[src/hdl/cmm_pkg.sv]
// Shared types and constants for the complex matrix multiplier.
// Used by cmm_cmac, complex_matrix_multiply, cmm_checker and the testbench; depends on nothing else.
package cmm_pkg;

  localparam int unsigned MAX_DIM_DEF   = 4;
  localparam int unsigned MAX_ELEMS_DEF = 16;
  localparam int unsigned FRAC_BITS_DEF = 24;

  localparam int unsigned DATA_W    = 32;
  localparam int unsigned IDX_FLD_W = 2;
  localparam int unsigned DIM_REG_W = 3;
  localparam int unsigned CFG_IDX_W = 2;
  localparam int unsigned MUL_SEL_W = 2;

  localparam logic [CFG_IDX_W-1:0] CFG_A_ROWS    = 2'd0;
  localparam logic [CFG_IDX_W-1:0] CFG_INNER_DIM = 2'd1;
  localparam logic [CFG_IDX_W-1:0] CFG_B_COLS    = 2'd2;

  localparam logic [DIM_REG_W-1:0] DIM_RESET = 3'd2;

  localparam logic [1:0] KIND_LOAD_A  = 2'd0;
  localparam logic [1:0] KIND_LOAD_B  = 2'd1;
  localparam logic [1:0] KIND_COMPUTE = 2'd2;

  // Partial product order within one inner step.
  localparam logic [MUL_SEL_W-1:0] MUL_AR_BR = 2'd0;
  localparam logic [MUL_SEL_W-1:0] MUL_AI_BI = 2'd1;
  localparam logic [MUL_SEL_W-1:0] MUL_AR_BI = 2'd2;
  localparam logic [MUL_SEL_W-1:0] MUL_AI_BR = 2'd3;

  typedef logic [2*DATA_W-1:0] cplx_word_t;

  typedef struct packed {
    logic [1:0]               kind;
    logic [IDX_FLD_W-1:0]     row;
    logic [IDX_FLD_W-1:0]     col;
    logic signed [DATA_W-1:0] in_re;
    logic signed [DATA_W-1:0] in_im;
  } in_word_t;

  typedef struct packed {
    logic [IDX_FLD_W-1:0]     out_row;
    logic [IDX_FLD_W-1:0]     out_col;
    logic signed [DATA_W-1:0] out_re;
    logic signed [DATA_W-1:0] out_im;
    logic                     saturated;
    logic                     last;
  } out_word_t;

  typedef struct packed {
    logic                 clear;
    logic                 mul_en;
    logic [MUL_SEL_W-1:0] mul_sel;
    logic                 acc_en;
    logic                 rnd_en;
  } cmac_ctrl_t;

  typedef enum logic [2:0] {
    ST_IDLE,
    ST_FETCH,
    ST_MUL,
    ST_DRAIN,
    ST_RND,
    ST_DONE
  } st_e;

endpackage

[src/hdl/cmm_cmac.sv]
// Shared complex multiply-accumulate unit: one 32x32 multiplier, exact accumulators,
// round-to-nearest and saturation back to Q8.24. Depends on cmm_pkg.
module cmm_cmac #(
  parameter int unsigned MAX_DIM   = cmm_pkg::MAX_DIM_DEF,
  parameter int unsigned FRAC_BITS = cmm_pkg::FRAC_BITS_DEF
) (
  input  logic                              clk_i,
  input  cmm_pkg::cmac_ctrl_t               ctrl_i,
  input  cmm_pkg::cplx_word_t               a_word_i,
  input  cmm_pkg::cplx_word_t               b_word_i,
  output logic signed [cmm_pkg::DATA_W-1:0] res_re_o,
  output logic signed [cmm_pkg::DATA_W-1:0] res_im_o,
  output logic                              sat_o
);
  import cmm_pkg::*;

  localparam int unsigned PROD_W = 2 * DATA_W;
  localparam int unsigned ACC_W  = PROD_W + 2 + $clog2(MAX_DIM);
  localparam logic signed [ACC_W-1:0] HALF   = ACC_W'(1) << (FRAC_BITS - 1);
  localparam logic signed [ACC_W-1:0] SAT_HI = ACC_W'(32'sh7FFF_FFFF);
  localparam logic signed [ACC_W-1:0] SAT_LO = ACC_W'(32'sh8000_0000);

  logic signed [DATA_W-1:0] ar, ai, br, bi;
  logic signed [DATA_W-1:0] op_x, op_y;
  logic signed [PROD_W-1:0] prod_q;
  logic [MUL_SEL_W-1:0]     prod_sel_q;
  logic signed [ACC_W-1:0]  acc_re_q, acc_im_q;
  logic signed [ACC_W-1:0]  rnd_re_q, rnd_im_q;
  logic                     re_hi, re_lo, im_hi, im_lo;

  assign ar = a_word_i[DATA_W-1:0];
  assign ai = a_word_i[2*DATA_W-1:DATA_W];
  assign br = b_word_i[DATA_W-1:0];
  assign bi = b_word_i[2*DATA_W-1:DATA_W];

  always_comb begin
    case (ctrl_i.mul_sel)
      MUL_AR_BR: begin
        op_x = ar;
        op_y = br;
      end
      MUL_AI_BI: begin
        op_x = ai;
        op_y = bi;
      end
      MUL_AR_BI: begin
        op_x = ar;
        op_y = bi;
      end
      default: begin
        op_x = ai;
        op_y = br;
      end
    endcase
  end

  always_ff @(posedge clk_i) begin
    if (ctrl_i.mul_en) begin
      prod_q     <= PROD_W'(op_x) * PROD_W'(op_y);
      prod_sel_q <= ctrl_i.mul_sel;
    end
  end

  always_ff @(posedge clk_i) begin
    if (ctrl_i.clear) begin
      acc_re_q <= '0;
      acc_im_q <= '0;
    end else if (ctrl_i.acc_en) begin
      case (prod_sel_q) inside
        MUL_AR_BR:            acc_re_q <= acc_re_q + ACC_W'(prod_q);
        MUL_AI_BI:            acc_re_q <= acc_re_q - ACC_W'(prod_q);
        MUL_AR_BI, MUL_AI_BR: acc_im_q <= acc_im_q + ACC_W'(prod_q);
        default:              acc_im_q <= acc_im_q;
      endcase
    end
  end

  always_ff @(posedge clk_i) begin
    if (ctrl_i.rnd_en) begin
      rnd_re_q <= (acc_re_q + HALF) >>> FRAC_BITS;
      rnd_im_q <= (acc_im_q + HALF) >>> FRAC_BITS;
    end
  end

  assign re_hi = rnd_re_q > SAT_HI;
  assign re_lo = rnd_re_q < SAT_LO;
  assign im_hi = rnd_im_q > SAT_HI;
  assign im_lo = rnd_im_q < SAT_LO;

  assign res_re_o = re_hi ? SAT_HI[DATA_W-1:0] : (re_lo ? SAT_LO[DATA_W-1:0] : rnd_re_q[DATA_W-1:0]);
  assign res_im_o = im_hi ? SAT_HI[DATA_W-1:0] : (im_lo ? SAT_LO[DATA_W-1:0] : rnd_im_q[DATA_W-1:0]);
  assign sat_o    = re_hi | re_lo | im_hi | im_lo;

endmodule

[config.mk]
export PLATFORM = sky130hd
export DESIGN_NAME = cmm_cmac
export DESIGN_NICKNAME = d
export VERILOG_FILES = /design/src/hdl/cmm_pkg.sv /design/src/hdl/cmm_cmac.sv
export SDC_FILE = /design/constraint.sdc
export NUM_CORES = 2
export LEC_CHECK = 0
export BUFFER_PORTS_ARGS = -buffer_cell sky130_fd_sc_hd__buf_2
export CAP_MARGIN = 25
export CORE_MARGIN = 2
export CORE_UTILIZATION = 55
export CTS_BUF_LIST = sky130_fd_sc_hd__clkbuf_16
export DETAILED_ROUTE_END_ITERATION = 6
export GPL_ROUTABILITY_DRIVEN = 0
export PLACE_DENSITY = 0.71
export SYNTH_ARGS = -nofsm -noshare
export SYNTH_HDL_FRONTEND = slang
export SYNTH_SLANG_ARGS = --single-unit
[constraint.sdc]
create_clock -name clk_i -period 21.5 [get_ports clk_i]
set_input_delay 0 -clock clk_i [delete_from_list [all_inputs] [get_ports clk_i]]
set_output_delay 0 -clock clk_i [all_outputs]
set_load 0.005 [all_outputs]
== Yosys cells after proc, flatten, opt, wreduce, memory -nomap -nowiden ==
Cells that the tools add are included.
Word-level totals
  logic and storage cells: 42
  flip-flop bits (word level): 290
  output and inout bits: 65
  bits of input ports: 135
Cells by class
  multiplexer cells: 8
  reductions and logical operators: 8
  multiply operators: 1
  $add $sub $neg: 5
  order comparisons: 4
  eq/ne operators: 5
  bitwise logic cells: 5
Operators by type and width (number)
  $mux 32: 6
  $add 68x25->68 const B: 2
  $add 68x64->68: 2
  $mux 68: 2
  $gt 44x32->1 const B: 2
  $lt 44x32->1 const B: 2
  $sub 68x64->68: 1
  $mul 32x32->64: 1
  $eq 2x2->1 const B: 3
  $reduce_or 2->1: 3
  $eq 2x1->1 const B: 2
  $logic_not 2->1: 2
  $reduce_and 4->1: 1
  $or 1x1->1: 3
  $not 1->1: 2
  $reduce_and 2->1: 1
  $reduce_bool 2->1: 1

== Longest topological paths before layout ==
  depth in word-level cells: 4
  mapped depth: 35
  depth with buffers taken out: 33

== Least setup slack after synthesis ==
No wires, ideal clock.
  path kind: input-to-reg
  start: input port ctrl_i[2] (netlist name)
  end: register prod_q[62] (data pin)
  path slack: 12.481 ns
  stages: 30
  buffers on the path: 4
  setup time: 0.264 ns
  data arrival time: 8.756 ns
  required time: 21.236 ns
  cells stage by stage: inv_1 > ha_1 > clkbuf_1 > clkbuf_1 > mux2i_1 > clkbuf_1 > nor2_1 > fa_1 > fa_1 > inv_1 > fa_1 > fa_1 > inv_1 > fa_1 > fa_1 > fa_1 > inv_1 > fa_1 > inv_1 > ha_1 > clkbuf_1 > nand4_1 > o41a_1 > a31o_4 > o41ai_4 > a41oi_2 > a2111oi_2 > a211o_2 > mux2i_1 > a211oi_2
Between the ends
  longest elaborated chain between the ends: 4
  elaborated cells on any way between the ends: 8
  those cells by class: mul (1); eq/ne (2); mux (2); reduce/logical (3)
Ends and longest elaborated chain
  start: declaration: RTL line cmm_cmac.sv:8  | input cmm_pkg::cmac_ctrl_t ctrl_i,
  $eq 2x2->1 (tied with other cells): RTL line cmm_cmac.sv:37  | case (ctrl_i.mul_sel)
  $reduce_or 2->1 (no line)
  $mux 32: RTL line cmm_cmac.sv:37
  $mul 32x32->64 (*): RTL line cmm_cmac.sv:59  | prod_q <= PROD_W'(op_x) * PROD_W'(op_y);
  end signal: assignment: RTL line cmm_cmac.sv:59
  end: declaration: RTL line cmm_cmac.sv:25  | logic signed [PROD_W-1:0] prod_q;
Mark *: on every way between the ends. The rest lies on a longest branch, timed or not.
A chain may end at the register's enable or synchronous reset.

== Final worst setup path ==
Same ends and word-level chain as after synthesis.

==> summary.txt <==
STA
  – Layout Skew: 22.9 ps
  – Relative slew slack: 30.6%
  – RSZ-0062 raised after global routing: false
  – Final Cycle Share: 48.8%
  – Final setup viols: 0
  – Fmax: 95.3 MHz
  – Pin slew with the least headroom to its limit: 1040 ps
  – Setup ws final: 11010 ps
  – Final hold vios: 0
  – Max-slew violations: 0
  – Setup TNS: 0 ps
  – Final Critical Period: 10490 ps

Worst hold path
  – Min-delay src: ctrl_i[4]
  – HP Class: input pin to flop
  – Hold path depth: 2

Worst setup path
  – CP top delay family: adder cells
  – Levels on crit path: 29
  – Slowest-stage cell, CP: fa_1
  – Crit path from: ctrl_i[2]
  – FF-to-FF path depth: 22
  – R2r startpoint: prod_q[3]$_DFFE_PP_
  – CP Buf/Inv Count: 5
  – CP Launch Type: input pin
  – Crit path capture type: flop
  – R2R Path End: acc_re_q[67]$_SDFFE_PP0P_
  – CP peak stage delay: 1060 ps
  – Crit path arrival time: 10810 ps
  – Worst reg-to-reg setup slack: 14830 ps
  – Max FO, Critical Path: 54
  – Worst path required time: 21820 ps
  – Crit-path most repeated cell: fa_1
  – Critical Path Sink: prod_q[62]$_DFFE_PP_
  – Crit Path Class: input pin to flop

Clock tree
  – Worst-Skew Late Latency: 580 ps
  – Root Driver: clkbuf_16
  – PostCTS Resize Cnt: 0
  – Clk buf depth: 3
  – CTS H-tree depth: 1
  – CTS sink count: 290
  – CTS tree: yes
  – Clock slew at reported path FFs: 60 ps
  – TritonCTS Buffers: 27

Status
  – Status: completed

Global route
  – GR peak layer: met2
  – Routing usage on met1: 41.7%
  – Vias in the first global route: 47300
  – Grt ovf: 0
  – Met2 Use GR: 51.4%
  – Initial antenna violation count: 3
  – First-pass GRT wire length: 267 mm
  – Gr usage total: 32.5%
  – Met3 global-route usage: 7.82%
  – Largest net degree at the start of global routing: 81

Yosys
  – Synth top area share: 38.3%
  – Post-Syn Area: 56700 sq um
  – YS warnings: 0
  – Top FF cell, synth: edfxtp_1
  – Area leader, netlist: fa_1
  – Register area share after synthesis: 13.0%
  – Leading post-synthesis cells by cell area: fa_1, edfxtp_1, ha_1, inv_1, nand2_1
  – Post-synth ARST share: 0%
  – Post-synth EDFFs: 154
  – Yosys cell types: 96
  – Avg Cell Area, Syn: 8.84 sq um
  – Post-synthesis register bit count: 290
  – Post-Synthesis Net Count: 7955
  – Cells after Synth: 6413

Placement
  – Post-DP HPWL: 135 mm
  – Placed Cells: 7774
  – DP Area: 59100 sq um
  – Buffers on Ports: 199
  – Setup slack at placement: 10950 ps

Final layout
  – Final #Nets: 7984
  – # fillers: 8982
  – Fin cells: 7833
  – Share of post-route cells with drive strength above 1: 7.01%
  – Fin area: 60100 sq um
  – Synth-to-layout area growth: 5.99%

Floorplan
  – Io pins: 200
  – Core ar.: 102000 sq um
  – Die H: 325 microns
  – Starting Density: 55.6%
  – Die ar.: 106000 sq um
  – Cell Rows: 117
  – Die Wd: 325 microns

Drt
  – Antenna viol nets, final: 0
  – Drt pass-1 iters: 6
  – Via count: 45800
  – Routed wire length: 170 mm
  – Drt drc: 0
  – Initial DRC Count: 3643
  – DR vias/cell: 5.85
  – Wire length per cell: 21.7 microns

Job
  – Max-Cap Viols: 0
-- how the worst min path moves through the flow --
stage                                           end  slack, ps
after global routing            prod_q[0]$_DFFE_PP_        140
after detailed placement    prod_sel_q[0]$_DFFE_PP_        220
after global placement      prod_sel_q[0]$_DFFE_PP_        230
after CTS                 acc_re_q[50]$_SDFFE_PP0P_         80
final                       prod_sel_q[0]$_DFFE_PP_        120
after floorplan             prod_sel_q[0]$_DFFE_PP_        100
-- layer usage --
layer	wire [microns]	up-vias
li1	-	20400
met1	64400	22400
met2	75800	2534
met3	19200	517
met4	10600	2
met5	13	-
-- cell type report --
cell class	instances	area (sq um)	share of cell area, %
diodes	2	5.00	0.00833
clock buffers	27	676	1.12
clock inverters	23	180	0.300
inverters	1035	3880	6.47
multi-input cells	4803	44600	74.2
flip-flops and latches	290	7350	12.2
well taps	1368	1710	2.85
repair buffers	285	1680	2.80
-- sequential cells by signal, indices dropped and copies added (netlist names) --
name	cells
acc_im_q	68
acc_re_q	68
prod_q	64
rnd_im_q	44
rnd_re_q	44
prod_sel_q	2
-- synthesized netlist by cell type, types with 21 or more instances --
cell type	number
nand3_1	103
mux2_2	59
ha_1	323
and3_1	53
o21ai_0	108
mux2i_1	67
o21ai_1	31
inv_1	1032
o31ai_1	24
nor2_1	712
a211oi_1	34
a21o_1	143
xnor2_1	214
nand2_1	904
dfxtp_1	136
xor2_1	100
buf_1	26
o21a_1	28
fa_1	1084
o21bai_1	38
edfxtp_1	154
clkbuf_1	253
nand4_1	61
a31oi_1	25
nor3_1	53
nand2b_1	26
and2_1	27
a21oi_1	332
nor2b_1	32
or3_1	21
-- worst reg2reg max path: stages (launching register included) --
cell and delay, ps:
edfxtp_1 490, or4_1 630, nor3_2 170, nand2_1 130, nor2_2 170, and2_1 380
nand4_1 250, nor4_2 440, nand2_1 220, o31a_1 350, xor2_1 150, ha_1 380
a21o_1 190, a21o_1 170, a21oi_1 310, nand2b_1 100, a2111o_1 350, a211oi_1 680
nor4_1 220, nand3_1 170, mux2i_1 80, nor3_1 200, mux2_1 350
-- cells in the final DEF, fill, tap and decap left out, types with 8 or more instances in the layout --
cell type and count:
and3_1 53, o41ai_1 8, a211oi_1 34, o21a_1 28, and2_1 26, nand4_1 61, a21boi_0 8, a21oi_1 332
or3_1 21, edfxtp_1 154, nand2b_1 25, nor2b_1 31, dfxtp_1 136, mux2i_2 24, nand2_1 903, o21ai_1 31
buf_4 80, o31ai_1 22, o211ai_1 16, mux2_2 59, nand3_1 103, o31a_1 8, nor2_1 710, a31oi_1 25
a21o_1 143, mux2i_1 39, inv_1 1038, xnor2_1 214, nor4_1 16, and4_1 11, ha_1 322, buf_2 197
o21bai_1 38, clkbuf_16 27, xor2_1 100, o21ai_0 108, nor3_1 53, fa_1 1084
-- logic make-up after synthesis --
kind of cell / Yosys count / share of synthesized area, %
compound gates: 892 / 10.1
xor+xnor: 314 / 4.85
fa+ha+maj: 1407 / 45.4
buf+inv: 1320 / 8.76
flops: 290 / 13.0
mux: 128 / 2.40
simple gates: 2062 / 15.5
-- per-stage QoR --
stage	hold slack [ps]	util, %
2_1_floorplan	98.9	-
5_1_grt	137	58.9
3_5_place_dp	222	58.0
4_1_cts	75.8	58.8
6_report	119	58.9
3_3_place_gp	228	57.9
-- what timing repair did --
item                                   4_1_cts  5_1_grt
setup buffers                                0        0
hold buffers                                 4        1
endpoints found under the hold margin       33        1
Power is not shown: default switching activity piles up to over one toggle a cycle in this logic, so the estimate is an artifact.
